File: src/lbs_pkg.sv
// Shared types, codes and widths for the bounded LIFO stack.
package lbs_pkg;

	localparam int DATA_W = 32;
	localparam int OP_W   = 2;
	localparam int ST_W   = 2;
	localparam int CAP_W  = 7;
	localparam int ADDR_W = 3;

	// operation codes
	localparam logic [OP_W-1:0] OP_PUSH    = 2'd0;
	localparam logic [OP_W-1:0] OP_POP     = 2'd1;
	localparam logic [OP_W-1:0] OP_PEEK    = 2'd2;
	localparam logic [OP_W-1:0] OP_DISPLAY = 2'd3;

	// status codes
	localparam logic [ST_W-1:0] ST_OK    = 2'd0;
	localparam logic [ST_W-1:0] ST_FULL  = 2'd1;
	localparam logic [ST_W-1:0] ST_EMPTY = 2'd2;

	// register file
	localparam logic [CAP_W-1:0] CAP_RESET    = 7'd64;
	localparam logic             REG_CAPACITY = 1'b0;

	// per-cycle command broadcast to every cell
	typedef struct packed {
		logic shift_dn;
		logic shift_up;
		logic wrap;
	} cell_cmd_t;

endpackage

File: src/lbs_cell.sv
// One stack cell: holds one word and trades it with its neighbors.
module lbs_cell (
	input  logic                       clk,
	input  lbs_pkg::cell_cmd_t         cmd,
	input  logic                       is_bottom,
	input  logic [lbs_pkg::DATA_W-1:0] up_data,
	input  logic [lbs_pkg::DATA_W-1:0] down_data,
	input  logic [lbs_pkg::DATA_W-1:0] top_data,
	output logic [lbs_pkg::DATA_W-1:0] data_q
);
	import lbs_pkg::*;

	// push takes from above; pop and rotate take from below, bottom wraps to top
	always_ff @(posedge clk) begin
		if (cmd.shift_dn) begin
			data_q <= up_data;
		end else if (cmd.shift_up) begin
			data_q <= (cmd.wrap && is_bottom) ? top_data : down_data;
		end
	end

endmodule

File: src/bounded_lifo_stack_core.sv
// Top level of the bounded LIFO stack: control, config register and cell chain.
//
//  channel | direction | handshake              | word
//  --------+-----------+------------------------+-----------------------------------
//  in      | input     | in_valid / in_stall    | operation, push_value
//  out     | output    | out_valid / out_stall  | status, result_value, last
//  apb     | input     | psel/penable/pready    | capacity at byte address 0
//
// Push, pop and peek give one result each; a new word is accepted every cycle
// unless out stalls or a display runs. Display of N entries gives N results by
// rotating the occupied cells past cell 0, and holds off input until the last
// result is loaded. A result register sits on the output; a stall on out holds
// it and stalls in. Reset clears the entry count, the display sequencer and the
// output valid; capacity resets to 64. Cell contents have no reset.
module bounded_lifo_stack_core #(
	parameter int DEPTH = 64
) (
	input  logic                        clk,
	input  logic                        arst_n,
	input  logic                        in_valid,
	output logic                        in_stall,
	input  logic [lbs_pkg::OP_W-1:0]    operation,
	input  logic signed [lbs_pkg::DATA_W-1:0] push_value,
	output logic                        out_valid,
	input  logic                        out_stall,
	output logic [lbs_pkg::ST_W-1:0]    status,
	output logic signed [lbs_pkg::DATA_W-1:0] result_value,
	output logic                        last,
	input  logic                        psel,
	input  logic                        penable,
	input  logic                        pwrite,
	input  logic [lbs_pkg::ADDR_W-1:0]  paddr,
	input  logic [31:0]                 pwdata,
	output logic [31:0]                 prdata,
	output logic                        pready
);
	import lbs_pkg::*;

	localparam int CW = $clog2(DEPTH + 1);

	logic [CAP_W-1:0]  capacity_q;
	logic [CW-1:0]     count_q;
	logic [CW-1:0]     rem_q;
	logic              disp_q;
	logic              out_valid_q;
	logic [ST_W-1:0]   status_q;
	logic [DATA_W-1:0] value_q;
	logic              last_q;

	logic [DATA_W-1:0] data_w [DEPTH];
	cell_cmd_t         cmd;
	logic              in_acc;
	logic              ld;
	logic              full;
	logic [CAP_W-1:0]  lim;
	logic              cfg_wr;
	logic              reg_hit;

	// configuration port
	assign pready  = 1'b1;
	assign reg_hit = (paddr[ADDR_W-1] == REG_CAPACITY);
	assign cfg_wr  = psel && penable && pwrite && reg_hit;
	assign prdata  = reg_hit ? {{(32-CAP_W){1'b0}}, capacity_q} : 32'd0;

	always_ff @(posedge clk or negedge arst_n) begin
		if (!arst_n) begin
			capacity_q <= CAP_RESET;
		end else if (cfg_wr) begin
			capacity_q <= pwdata[CAP_W-1:0];
		end
	end

	// handshake: output register frees when empty or taken
	assign ld       = !out_valid_q || !out_stall;
	assign in_stall = disp_q || !ld;
	assign in_acc   = in_valid && !in_stall;

	// effective limit saturates at DEPTH
	assign lim  = (capacity_q > CAP_W'(DEPTH)) ? CAP_W'(DEPTH) : capacity_q;
	assign full = (CAP_W'(count_q) >= lim);

	// cell commands
	always_comb begin
		cmd = '0;
		if (in_acc) begin
			case (operation)
				OP_PUSH: begin
					cmd.shift_dn = !full;
				end
				OP_POP: begin
					cmd.shift_up = (count_q != '0);
				end
				OP_DISPLAY: begin
					cmd.shift_up = (count_q != '0);
					cmd.wrap     = 1'b1;
				end
				default: begin
					cmd = '0;
				end
			endcase
		end else if (disp_q && ld) begin
			cmd.shift_up = 1'b1;
			cmd.wrap     = 1'b1;
		end
	end

	// control state and result register
	always_ff @(posedge clk or negedge arst_n) begin
		if (!arst_n) begin
			count_q     <= '0;
			rem_q       <= '0;
			disp_q      <= 1'b0;
			out_valid_q <= 1'b0;
		end else if (in_acc) begin
			out_valid_q <= 1'b1;
			if (operation == OP_PUSH && !full) begin
				count_q <= count_q + CW'(1);
			end else if (operation == OP_POP && count_q != '0) begin
				count_q <= count_q - CW'(1);
			end else if (operation == OP_DISPLAY && count_q > CW'(1)) begin
				disp_q <= 1'b1;
				rem_q  <= count_q - CW'(1);
			end
		end else if (disp_q && ld) begin
			out_valid_q <= 1'b1;
			rem_q       <= rem_q - CW'(1);
			if (rem_q == CW'(1)) begin
				disp_q <= 1'b0;
			end
		end else if (ld) begin
			out_valid_q <= 1'b0;
		end
	end

	// result payload
	always_ff @(posedge clk) begin
		if (in_acc) begin
			last_q <= 1'b1;
			if (operation == OP_PUSH) begin
				status_q <= full ? ST_FULL : ST_OK;
				value_q  <= '0;
			end else if (count_q == '0) begin
				status_q <= ST_EMPTY;
				value_q  <= '0;
			end else begin
				status_q <= ST_OK;
				value_q  <= data_w[0];
				if (operation == OP_DISPLAY) begin
					last_q <= (count_q == CW'(1));
				end
			end
		end else if (disp_q && ld) begin
			status_q <= ST_OK;
			value_q  <= data_w[0];
			last_q   <= (rem_q == CW'(1));
		end
	end

	assign out_valid    = out_valid_q;
	assign status       = status_q;
	assign result_value = value_q;
	assign last         = last_q;

	// cell chain, cell 0 is the top of stack
	for (genvar i = 0; i < DEPTH; i++) begin : g_cell
		logic [DATA_W-1:0] up_w;
		logic [DATA_W-1:0] down_w;

		if (i == 0) begin : g_top
			assign up_w = push_value;
		end else begin : g_mid
			assign up_w = data_w[i-1];
		end

		if (i == DEPTH - 1) begin : g_end
			assign down_w = data_w[i];
		end else begin : g_link
			assign down_w = data_w[i+1];
		end

		lbs_cell u_cell (
			.clk       (clk),
			.cmd       (cmd),
			.is_bottom (count_q == CW'(i + 1)),
			.up_data   (up_w),
			.down_data (down_w),
			.top_data  (data_w[0]),
			.data_q    (data_w[i])
		);
	end

	// checks
	a_push_count: assert property (@(posedge clk) disable iff (!arst_n)
		in_acc && operation == OP_PUSH && !full |=> count_q == $past(count_q) + CW'(1))
		else $error("push did not advance entry count");

	a_disp_pending: assert property (@(posedge clk) disable iff (!arst_n)
		disp_q |-> out_valid_q)
		else $error("display running without a pending result");

	a_disp_rem: assert property (@(posedge clk) disable iff (!arst_n)
		disp_q |-> (rem_q != '0) && (rem_q < count_q))
		else $error("display remainder out of range");

	a_disp_count: assert property (@(posedge clk) disable iff (!arst_n)
		disp_q |=> count_q == $past(count_q))
		else $error("entry count changed during display");

	a_hold: assert property (@(posedge clk) disable iff (!arst_n)
		out_valid_q && out_stall |=> out_valid_q && $stable(value_q) && $stable(last_q))
		else $error("stalled result changed");

endmodule

File: config.mk
export PLATFORM = sky130hd
export DESIGN_NAME = bounded_lifo_stack_core
export DESIGN_NICKNAME = d
export VERILOG_FILES = /design/src/lbs_pkg.sv /design/src/lbs_cell.sv /design/src/bounded_lifo_stack_core.sv
export SDC_FILE = /design/constraint.sdc
export NUM_CORES = 2
export LEC_CHECK = 0
export BUFFER_PORTS_ARGS = -buffer_cell sky130_fd_sc_hd__buf_2
export CORE_UTILIZATION = 50
export CTS_CLUSTER_SIZE = 28
export DETAILED_ROUTE_END_ITERATION = 7
export PLACE_DENSITY = 0.68
export SYNTH_ARGS = -nofsm -noshare
export SYNTH_HDL_FRONTEND = slang
export SYNTH_SLANG_ARGS = --single-unit
export TNS_END_PERCENT = 20
File: constraint.sdc
create_clock -name clk -period 50.4 [get_ports clk]
set_input_delay 7.56 -clock clk [delete_from_list [all_inputs] [get_ports clk]]
set_output_delay 7.56 -clock clk [all_outputs]
set_load 0.05 [all_outputs]
==> flow_summary.json <==
{
  "outcome": "finished with violations",
  "violations": "design-rule violations",
  "start_util_pct": 50.3,
  "h-tree-depth": 4,
  "die_w_um": 464,
  "grt_usage_pct": 22.7,
  "synth_top_area_cell": "edfxtp_1",
  "final_layout_size_suffix_gt1_share_pct": 6.85,
  "reg2reg_from": "count_q[0]",
  "setup_viol": 0,
  "numClockSinks": 2106,
  "die-area_um2": 215000,
  "fmax_mhz": 63.8,
  "placed_cells": 11600,
  "cp_cell_sequence": "buf_2 > a21oi_2 > inv_1 > buf_2",
  "skew_ns": 0.0643,
  "maxSlewHeadroom_pct": 16.7,
  "cp.required_ns": 42.84,
  "ys_ff_latch": 2106,
  "synthDistinctLibCells": 51,
  "cp-start-kind": "input port",
  "p_sw_mw": 2.10,
  "ys_top_cells_by_count": "nand2_1, edfxtp_1, mux2i_1",
  "finalNetCount": 9134,
  "ioPinCount": 146,
  "p_seq_share_pct": 51.4,
  "num_vias": 71200,
  "ir_drop_uv": 42.7,
  "powerDensity_nw_per_um2": 55.6,
  "r2r_cells": 14,
  "crit_path_end": "in_stall",
  "fill_cells": 17800,
  "synth_ff_type": "edfxtp_1",
  "p_leak_nw": 35.1,
  "timing.final.crit_period_ns": 15.67,
  "synth_edf_count": 2083,
  "maxSlewViolCount": 0,
  "cp_slowest_cell": "buf_2",
  "cts_root_buffer": "clkbuf_16",
  "crit_fanout": 4,
  "worstSetupPathType": "in2out",
  "period_share_pct": 31.1,
  "regToRegSetupSlack_ns": 41.33,
  "cts_resized": 0,
  "clock_latency_ns": 0.88,
  "startpoint": "out_stall",
  "cts.reportedPaths.clkPinSlew_ns": 0.06,
  "grt_max_degree": 293,
  "core_area_um2": 212000,
  "routabilityCongestion": 0.820,
  "critPathMostFrequentCell": "buf_2",
  "rows": 169,
  "switching_share_pct": 32.8,
  "p_comb_share_pct": 24.1,
  "finalHoldViolCount": 0,
  "tns_ns": 0,
  "vias_per_cell": 5.91,
  "grt_pass1_wl_um": 396000,
  "dieHeight_um": 464,
  "rsz0062_at_grt": "no",
  "worstMarginPinSlew_ns": 1.25,
  "grt_overflow": 0,
  "drt_iter0_drc": 6393,
  "synthArstFlopShare_pct": 1.09,
  "critical_path.top_delay_family": "buffers and inverters",
  "cts_made_buffers": 220,
  "p_int_mw": 4.31,
  "synth_area_leaders": "edfxtp_1, mux2i_1, nand2_1, o21ai_0, o21ai_1",
  "critPathBufInv": 3,
  "ant_nets": 0,
  "cp.depth": 4,
  "io_buffers": 92,
  "pwr-share-clk_pct": 24.6,
  "wirelength_um": 248000,
  "synth_most_common_cell": "nand2_1",
  "syn_inst": 9458,
  "r2r-end": "g_cell[6].u_cell.data_q[2]",
  "firstDrtPassIters": 8,
  "synth_top_area_share_pct": 58.7,
  "end_kind": "output pin",
  "maxCapViolCount": 0,
  "arrival_ns": 8.11,
  "hpwl_um": 143000,
  "post_cts_buffers": 0,
  "yosysWarnings": 0,
  "ys_seq_area_share_pct": 59.2,
  "antenna_found_initial": 9,
  "cts-hold-fix-buffers": 0,
  "instances_no_fill": 12100,
  "area_growth_pct": 8.07,
  "routedWlPerCell_um": 20.6,
  "avgSynthCellArea_um2": 11.3,
  "drcViolationCount": 8,
  "netlist_area_um2": 107000,
  "hp-class": "reg2reg",
  "cts_max_path_buffers": 3,
  "cts_tree": "built",
  "slowest_delay_ns": 0.21,
  "grt_pass1_vias": 71600
}
## state kept, by name, indices dropped and copies added (netlist names)
name	count
disp_q	1
g_cell.u_cell.data_q	2048
out_valid	1
status	2
last	1
count_q	7
result_value	32
rem_q	7
capacity_q	7
## power by group through the flow
stage	Clock [mW]	Combinational, mW	Sequential [mW]
floorplan	0	1.11	3.97
global route	1.67	1.72	3.37
global placement	0	1.49	3.29
finish	1.57	1.54	3.29
CTS	1.60	1.55	3.29
detailed placement	0	1.55	3.32
## logic make-up after synthesis
kind of cell	after synthesis	synth area share, %
AND/OR/NAND/NOR	2478	9.09
flip-flops	2106	59.2
AO/OA/AOI/OAI	1995	9.50
multiplexers	1930	18.2
buffers and inverters	921	3.76
adder cells (fa/ha/maj)	14	0.164
XOR/XNOR	12	0.0986
other	2	0.00704
## metrics by stage
step | instance area, µm² | utilization (%) | hold WS, ns | power [mW] | worst slack [ns]
finish | 115000 | 54.3 | 0.488 | 6.41 | 34.73
global route | 115000 | 54.3 | 0.524 | 6.75 | 34.33
CTS | 115000 | 54.3 | 0.491 | 6.44 | 34.73
detailed placement | 108000 | 51.1 | 0.505 | 4.87 | 34.35
global placement | 108000 | 51.1 | 0.488 | 4.78 | 34.52
floorplan | 107000 | - | 0.471 | 5.07 | 16.77
## worst register-to-register path: stages (launching register included)
cell and delay (ns):
dfrtp_1 0.56, inv_1 0.18, ha_1 0.32, nor2b_1 0.11
o21ai_0 0.20, a2111oi_4 0.35, buf_4 0.76, buf_4 0.88
buf_4 0.82, buf_4 0.89, buf_4 0.80, buf_4 0.72
buf_4 0.86, buf_4 0.99, o21ai_0 0.31
## metal layers
layer  vias up  wire [µm]  track usage (%)
met5         -          0                0
met4         0       5630             6.10
met3       350      13000             3.07
met2      1594     117000             36.8
met1     36100     113000             32.0
li1      33200          -                -
## how the worst min path moves through the flow
stage / from / end / slack [ns] / cells past startpoint
4_1_cts: g_cell[62].u_cell.data_q[10] / g_cell[63].u_cell.data_q[10] / 0.49 / 2
2_1_floorplan: rem_q[5] / rem_q[5] / 0.47 / 2
3_3_place_gp: rem_q[5] / rem_q[5] / 0.49 / 2
3_5_place_dp: rem_q[5] / rem_q[5] / 0.51 / 2
5_1_grt: g_cell[62].u_cell.data_q[10] / g_cell[63].u_cell.data_q[10] / 0.52 / 2
6_report: g_cell[62].u_cell.data_q[10] / g_cell[63].u_cell.data_q[10] / 0.49 / 2
## cell usage in the layout (no fill, tap or decap), drive strengths merged, types with 13 or more instances in the layout
master  count
edfxtp   2083
clkinv     88
ha         14
mux2i    1890
inv        13
clkbuf    297
mux2       40
buf       255
nor2      141
nor2b      44
nand2    2246
conb       26
o21ai    1901
dfrtp      22
a21oi      16
a31oi      67
## layout make-up
type / instances / area, µm² / area share, %
diodes: 2 / 5.00 / 0.00434
inverters: 6 / 22.5 / 0.0195
repair buffers: 255 / 1780 / 1.55
well taps: 2821 / 3530 / 3.06
multi-input cells: 6455 / 39900 / 34.6
flip-flops and latches: 2106 / 63100 / 54.8
clock inverters: 110 / 983 / 0.853
clock buffers: 297 / 5880 / 5.10
Note: power is estimated with default switching activity, not from simulation.
